### src/sv/sptt_pkg.sv
// Package for the sparse polynomial term table.
// Holds sizes, widths and action codes; no dependencies.
package sptt_pkg;
  localparam int MAX_TERMS = 32;
  localparam int IDX_W     = $clog2(MAX_TERMS);
  localparam int CNT_W     = $clog2(MAX_TERMS + 1);
  localparam int OUT_CNT_W = 6;
  localparam int EXPO_W    = 16;
  localparam int COEF_W    = 32;

  localparam logic [1:0] ACT_ADD   = 2'd0;
  localparam logic [1:0] ACT_EVAL  = 2'd1;
  localparam logic [1:0] ACT_CLEAR = 2'd2;

  typedef struct packed {
    logic [EXPO_W-1:0] expo;
    logic [COEF_W-1:0] coef;
  } term_t;
endpackage

### src/sv/sparse_polynomial_term_table.sv
// Top level of the sparse polynomial term table.
// Depends on sptt_pkg. Terms live in one synchronous memory.
//
//  channel | ports                               | handshake
//  input   | in_action in_coef_in in_expo_in ... | start high, busy low
//  result  | out_value out_term_count out_dropped| out_valid for one cycle
//
// Add: a scan reads the table one entry at a time (issue read, check data),
// then a merge write, or a shift pass that moves up to MAX_TERMS-1 entries.
// Evaluate: per entry one read, one load, a multiply and a squaring step per
// exponent bit (up to 16 bits), then coef*power and accumulate.
// Clear zeroes the count. Reset empties the table at once (count only).
// The receiver cannot stall; busy stays high until the result strobe.
module sparse_polynomial_term_table
  import sptt_pkg::*;
(
  input  logic                        clk,
  input  logic                        rst_n,
  input  logic                        start,
  output logic                        busy,
  input  logic [1:0]                  in_action,
  input  logic signed [COEF_W-1:0]    in_coef_in,
  input  logic [EXPO_W-1:0]           in_expo_in,
  input  logic signed [COEF_W-1:0]    in_point,
  output logic                        out_valid,
  output logic signed [COEF_W-1:0]    out_value,
  output logic [OUT_CNT_W-1:0]        out_term_count,
  output logic                        out_dropped
);

  localparam logic [3:0] S_IDLE  = 4'd0;
  localparam logic [3:0] S_SRD   = 4'd1;  // scan: issue read
  localparam logic [3:0] S_SCHK  = 4'd2;  // scan: check data
  localparam logic [3:0] S_MRG   = 4'd3;  // write merged coefficient
  localparam logic [3:0] S_DRD   = 4'd4;  // delete shift: read k+1
  localparam logic [3:0] S_DWR   = 4'd5;  // delete shift: write k
  localparam logic [3:0] S_IRD   = 4'd6;  // insert shift: read k-1
  localparam logic [3:0] S_IWR   = 4'd7;  // insert shift: write k
  localparam logic [3:0] S_ERD   = 4'd8;  // eval: issue read
  localparam logic [3:0] S_ELD   = 4'd9;  // eval: load term
  localparam logic [3:0] S_EPW   = 4'd10; // eval: power step
  localparam logic [3:0] S_EACC  = 4'd11; // eval: coef*power
  localparam logic [3:0] S_EADD  = 4'd12; // eval: accumulate
  localparam logic [3:0] S_DONE  = 4'd13;

  logic [3:0]        state_r;
  logic [1:0]        act_r;
  logic [COEF_W-1:0] coef_r, x_r;
  logic [EXPO_W-1:0] expo_r;
  logic [CNT_W-1:0]  cnt_r;
  logic [CNT_W-1:0]  i_r;
  logic [CNT_W-1:0]  k_r;
  logic [COEF_W-1:0] acc_r, base_r, pw_r, sum_r, prod_r;
  logic [EXPO_W-1:0] e_r;
  logic [COEF_W-1:0] tcoef_r;
  logic              mul_ph_r;
  logic              dropped_r;

  // Term memory, one read and one write port, registered read data
  term_t             mem [MAX_TERMS];
  term_t             rd_q;
  logic [IDX_W-1:0]  rd_addr, wr_addr;
  logic              wr_en;
  term_t             wr_data;

  always_ff @(posedge clk) begin
    if (wr_en) begin
      mem[wr_addr] <= wr_data;
    end
    rd_q <= mem[rd_addr];
  end

  // Shared 32x32 multiplier, low word only
  logic [COEF_W-1:0] mul_a, mul_b, mul_p;
  logic [2*COEF_W-1:0] mul_full;
  assign mul_full = mul_a * mul_b;
  assign mul_p    = mul_full[COEF_W-1:0];

  logic [COEF_W-1:0] merged;
  assign merged = rd_q.coef + coef_r;

  always_comb begin
    rd_addr = i_r[IDX_W-1:0];
    wr_en   = 1'b0;
    wr_addr = i_r[IDX_W-1:0];
    wr_data = rd_q;
    mul_a   = acc_r;
    mul_b   = base_r;
    unique case (state_r)
      S_MRG: begin
        wr_en        = (merged != '0);
        wr_data.expo = rd_q.expo;
        wr_data.coef = merged;
      end
      S_DRD: rd_addr = IDX_W'(k_r + 1'b1);
      S_DWR: begin
        wr_en   = 1'b1;
        wr_addr = k_r[IDX_W-1:0];
      end
      S_IRD: rd_addr = IDX_W'(k_r - 1'b1);
      S_IWR: begin
        wr_en   = 1'b1;
        wr_addr = k_r[IDX_W-1:0];
        if (k_r == i_r) begin
          wr_data.expo = expo_r;
          wr_data.coef = coef_r;
        end
      end
      S_EPW: begin
        if (mul_ph_r) begin
          mul_a = base_r;
        end
      end
      S_EACC: begin
        mul_a = tcoef_r;
        mul_b = pw_r;
      end
      default: ;
    endcase
  end

  assign busy = (state_r != S_IDLE);

  always_ff @(posedge clk) begin
    if (!rst_n) begin
      state_r   <= S_IDLE;
      cnt_r     <= '0;
      out_valid <= 1'b0;
    end else begin
      out_valid <= 1'b0;
      unique case (state_r)
        S_IDLE: begin
          if (start) begin
            act_r     <= in_action;
            coef_r    <= in_coef_in;
            expo_r    <= in_expo_in;
            x_r       <= in_point;
            i_r       <= '0;
            sum_r     <= '0;
            dropped_r <= 1'b0;
            priority if (in_action == ACT_ADD && in_coef_in != '0) state_r <= S_SRD;
            else if (in_action == ACT_EVAL) state_r <= S_ERD;
            else begin
              if (in_action == ACT_CLEAR) cnt_r <= '0;
              state_r <= S_DONE;
            end
          end
        end
        // Scan for the first entry whose exponent is not above the new one
        S_SRD: begin
          if (i_r >= cnt_r) begin
            // insert at end
            if (cnt_r >= CNT_W'(MAX_TERMS)) begin
              dropped_r <= 1'b1;
              state_r   <= S_DONE;
            end else begin
              k_r     <= cnt_r;
              state_r <= (cnt_r == i_r) ? S_IWR : S_IRD;
            end
          end else begin
            state_r <= S_SCHK;
          end
        end
        S_SCHK: begin
          priority if (rd_q.expo > expo_r) begin
            i_r     <= i_r + 1'b1;
            state_r <= S_SRD;
          end else if (rd_q.expo == expo_r) begin
            state_r <= S_MRG;
          end else if (cnt_r >= CNT_W'(MAX_TERMS)) begin
            dropped_r <= 1'b1;
            state_r   <= S_DONE;
          end else begin
            k_r     <= cnt_r;
            state_r <= S_IRD;
          end
        end
        S_MRG: begin
          if (merged == '0) begin
            k_r     <= i_r;
            state_r <= S_DRD;
          end else begin
            state_r <= S_DONE;
          end
        end
        // Pull entries after a removed one up by one place
        S_DRD: begin
          if (k_r + 1'b1 >= cnt_r) begin
            cnt_r   <= cnt_r - 1'b1;
            state_r <= S_DONE;
          end else begin
            state_r <= S_DWR;
          end
        end
        S_DWR: begin
          k_r     <= k_r + 1'b1;
          state_r <= S_DRD;
        end
        // Push entries down to open a slot, then write the new term
        S_IRD: state_r <= S_IWR;
        S_IWR: begin
          if (k_r == i_r) begin
            cnt_r   <= cnt_r + 1'b1;
            state_r <= S_DONE;
          end else begin
            k_r     <= k_r - 1'b1;
            state_r <= (k_r - 1'b1 == i_r) ? S_IWR : S_IRD;
          end
        end
        // Evaluate: square-and-multiply per term
        S_ERD: state_r <= (i_r >= cnt_r) ? S_DONE : S_ELD;
        S_ELD: begin
          e_r      <= rd_q.expo;
          tcoef_r  <= rd_q.coef;
          acc_r    <= COEF_W'(1);
          base_r   <= x_r;
          mul_ph_r <= 1'b0;
          state_r  <= S_EPW;
        end
        S_EPW: begin
          if (e_r == '0) begin
            pw_r    <= acc_r;
            state_r <= S_EACC;
          end else if (!mul_ph_r) begin
            if (e_r[0]) acc_r <= mul_p;
            mul_ph_r <= 1'b1;
          end else begin
            base_r   <= mul_p;
            e_r      <= e_r >> 1;
            mul_ph_r <= 1'b0;
          end
        end
        S_EACC: begin
          prod_r  <= mul_p;
          state_r <= S_EADD;
        end
        S_EADD: begin
          sum_r   <= sum_r + prod_r;
          i_r     <= i_r + 1'b1;
          state_r <= S_ERD;
        end
        S_DONE: begin
          out_valid <= 1'b1;
          state_r   <= S_IDLE;
        end
        default: state_r <= S_IDLE;
      endcase
    end
  end

  // Hold result payload for the strobe cycle
  always_ff @(posedge clk) begin
    if (state_r == S_DONE) begin
      out_value      <= (act_r == ACT_EVAL) ? sum_r : '0;
      out_term_count <= OUT_CNT_W'(cnt_r);
      out_dropped    <= dropped_r;
    end
  end

`ifndef SYNTHESIS
  a_cnt_bound: assert property (@(posedge clk) disable iff (!rst_n)
    cnt_r <= CNT_W'(MAX_TERMS)) else $error("term count over capacity");
  a_strobe_one: assert property (@(posedge clk) disable iff (!rst_n)
    out_valid |=> !out_valid) else $error("result strobe longer than one cycle");
  a_drop_full: assert property (@(posedge clk) disable iff (!rst_n)
    out_valid && out_dropped |-> cnt_r == CNT_W'(MAX_TERMS))
    else $error("drop flagged with room left");
`endif

endmodule

### config.mk
export PLATFORM = sky130hd
export DESIGN_NAME = sparse_polynomial_term_table
export DESIGN_NICKNAME = d
export VERILOG_FILES = /design/src/sv/sptt_pkg.sv /design/src/sv/sparse_polynomial_term_table.sv
export SDC_FILE = /design/constraint.sdc
export NUM_CORES = 2
export LEC_CHECK = 0
export BUFFER_PORTS_ARGS = -buffer_cell sky130_fd_sc_hd__clkbuf_2
export CORE_ASPECT_RATIO = 1.25
export CORE_MARGIN = 10
export CORE_UTILIZATION = 45
export CTS_CLUSTER_SIZE = 20
export DETAILED_ROUTE_END_ITERATION = 8
export HOLD_SLACK_MARGIN = 0.02
export RECOVER_POWER = 25
export REMOVE_ABC_BUFFERS = 1
export SLEW_MARGIN = 0
export SYNTH_ARGS = -nofsm -noshare
export SYNTH_HDL_FRONTEND = slang
export SYNTH_SLANG_ARGS = --single-unit
export TNS_END_PERCENT = 10
### constraint.sdc
create_clock -name clk -period 8.5 [get_ports clk]
set_input_delay 0.425 -clock clk [delete_from_list [all_inputs] [get_ports clk]]
set_output_delay 0.425 -clock clk [all_outputs]
set_load 0.02 [all_outputs]
==> flow_summary.toml <==
[sta]
setup_viol = 0
fin_tns_setup_ns = 0
hold_viol_final = 0
whs_ns = 0.206
fmax_mhz = 119
slew_headroom = -0.374
grt_setup_unrepaired = "yes"
fin_crit_ns = 8.42
clock-skew-final_ns = 0.0548
slew_viol_final = 136
tightest_slew_ns = 2.06
fin_crit_sh = 0.990

[cts]
clk_pin_slew_worst_paths_ns = 0.06
clk_latency_ns = 0.87
htreeDepth = 4
clock_sinks = 1938
cts_buffers = 190
cts_tree = "built"
cts_buffer_depth = 3
cts_root_buf = "clkbuf_16"

[synth]
syn_inst = 8027
synth_cell_types = 77
netlist_area_mm2 = 0.0959
yosysWarningCount = 0
synth_async_sr_flop_share = 0
ys_ff_latch = 1938
ys_seq_area_frac = 0.601
ys.flop_type = "edfxtp_1"
avgSynthCellArea_um2 = 11.9
synth-edff-count = 1879

[worst_hold_path]
hold_class = "primary input to flip-flop"

[placed_design]
gp_congestion = 0.986
port_buffers = 125
dp_hpwl_mm = 197

[setup_path]
worstSetupPathType = "flip-flop to flip-flop"
slowest_delay_ns = 0.61
setup.worst_path.end_class = "flip-flop"
setup.worst_path.start_class = "flip-flop"
cp.required_ns = 9.06
arrival_ns = 8.97
crit_buf_inv = 10
crit_family = "adder cells"
crit_path_top_delay_cell = "fa_1"
critPathMaxFanout = 10
cp_common_cell = "fa_1"

[floorplanning]
rows = 189
initial_utilization = 0.452
die_w_um = 433
dieArea_mm2 = 0.232
die_y_um = 536
core_area_mm2 = 0.212
pin_count = 126

[cells_and_area]
final_cell_mix = "1918 x nand2_1, 1879 x edfxtp_1, 466 x inv_1, 428 x nor2_1, 416 x nand3_1"
final_util = 0.518
fill_cells = 18146
area.growth.synth_to_final_pct = 14.6
nets = 9129
final_common_cell = "nand2_1"
drive_above_1_share = 0.116

[drt]
wl_per_cell_um = 27.4
num_vias = 66152
drc = 0
firstDrtPassIters = 6
drt_iter0_drc = 6545
antenna_left = 0
wirelength_mm = 311
avgViaCountPerCell = 5.83

[flow_run]
drv_cap = 4

[global_route]
grt_pass1_vias = 65413
antenna_found_initial = 4
overflow = 0
grt_max_degree = 176
grt_pass1_wl_mm = 449
grt_usage = 0.263

[outcome]
status = "finished, violations left"
violations = "capacitance limit, slew limit"
Yosys cell counts, drive strengths merged, types with 8 or more instances:
master,instances,area [um2]
o21ai,95,475
nand2b,28,175
o31ai,9,67.6
nand3,416,2080
inv,467,1750
o21bai,14,116
a222oi,15,150
fa,411,8230
edfxtp,1879,56400
mux2,44,495
nand2,1920,7210
clkbuf,420,1580
a31oi,111,694
or3,11,68.8
and2,69,432
nor3,28,140
and3,209,1310
o21a,17,128
nor4,20,125
a22oi,39,293
a221oi,8,76.3
nor2b,23,144
ha,220,2750
a211oi,61,458
xor2,47,412
dfxtp,59,1180
a21oi,196,981
or2,14,87.6
nand4,21,131
nor2,435,1640
mux2i,35,350
a21o,141,1060
a221o,9,90.1
buf,52,221
a311oi,292,2560
xnor2,102,893
metal layers:
metal	routed length, um	vias to the layer above	global-route usage
li1	-	29260	-
met2	155000	2697	0.452
met3	18700	726	0.0323
met1	116000	33469	0.319
met5	0	-	0
met4	21500	0	0.153
cells by family after synthesis:
kind of cell,synth area share
simple gates,0.143
buf+inv,0.0370
xor+xnor,0.0150
flops,0.601
mux,0.00882
fa+ha+maj,0.115
compound gates,0.0803
worst paths after layout:
kind / startpoint / endpoint / slack (ns) / cells after the start
setup / recovery: state_r[0]$_SDFFE_PN0P_ / base_r[29]$_DFFE_PP_ / 0.08 / 30
hold / removal: start / state_r[3]$_SDFFE_PN0P_ / 0.21 / 5
setup reg to reg: state_r[0]$_SDFFE_PN0P_ / base_r[29]$_DFFE_PP_ / 0.08 / 30
hold reg to reg: acc_r[31]$_SDFFCE_PN0P_ / pw_r[31]$_DFFE_PP_ / 0.47 / 0
tightest hold or removal path: cells and delay by family:
family / cells / cell delay (ns)
AOI/OAI and AO/OA: 1 / 0.17
buffers and inverters: 1 / 0.14
and+or+nand+nor: 3 / 0.27
area by class of cell:
class	count	area, um2	share of cell area
diodes	2	5.00	0.0000455
clock buffers	242	5030	0.0458
clock inverters	108	1080	0.00981
inverters	467	1750	0.0159
multi-input cells	5150	35600	0.324
flip-flops and latches	1938	57600	0.524
well taps	2769	3460	0.0315
repair buffers	666	5360	0.0488
per-stage QoR:
stage	worst slack, ns	instance area [um2]	std cells
finish	0.0846	110000	11342
global route	-0.110	110000	11341
CTS	0.000585	110000	11328
detailed placement	-0.299	103000	10894
global placement	-0.209	103000	10894
floorplan	-17.43	94100	7555
timing repair:
| item | CTS | global route |
|---|---|---|
| pin swaps | 7 | 27 |
| buffers inserted | 2 | 12 |
| endpoints found under the hold margin | 83 | 0 |
| setup endpoints to repair | 22 | 34 |
| gates resized for setup | 13 | 55 |
| hold buffers | 82 | 0 |
flip-flops by register name, indices dropped and copies added (netlist names), 2 cells and up:
register,count
state_r,4
expo_r,16
cnt_r,6
act_r,2
base_r,32
pw_r,32
x_r,32
e_r,16
acc_r,32
mem,1536
tcoef_r,32
out_term_count,6
k_r,6
prod_r,32
out_value,32
i_r,6
rd_q,48
sum_r,32
coef_r,32
Power is not shown: default switching activity piles up to over one toggle a cycle in this logic, so the estimate is an artifact.
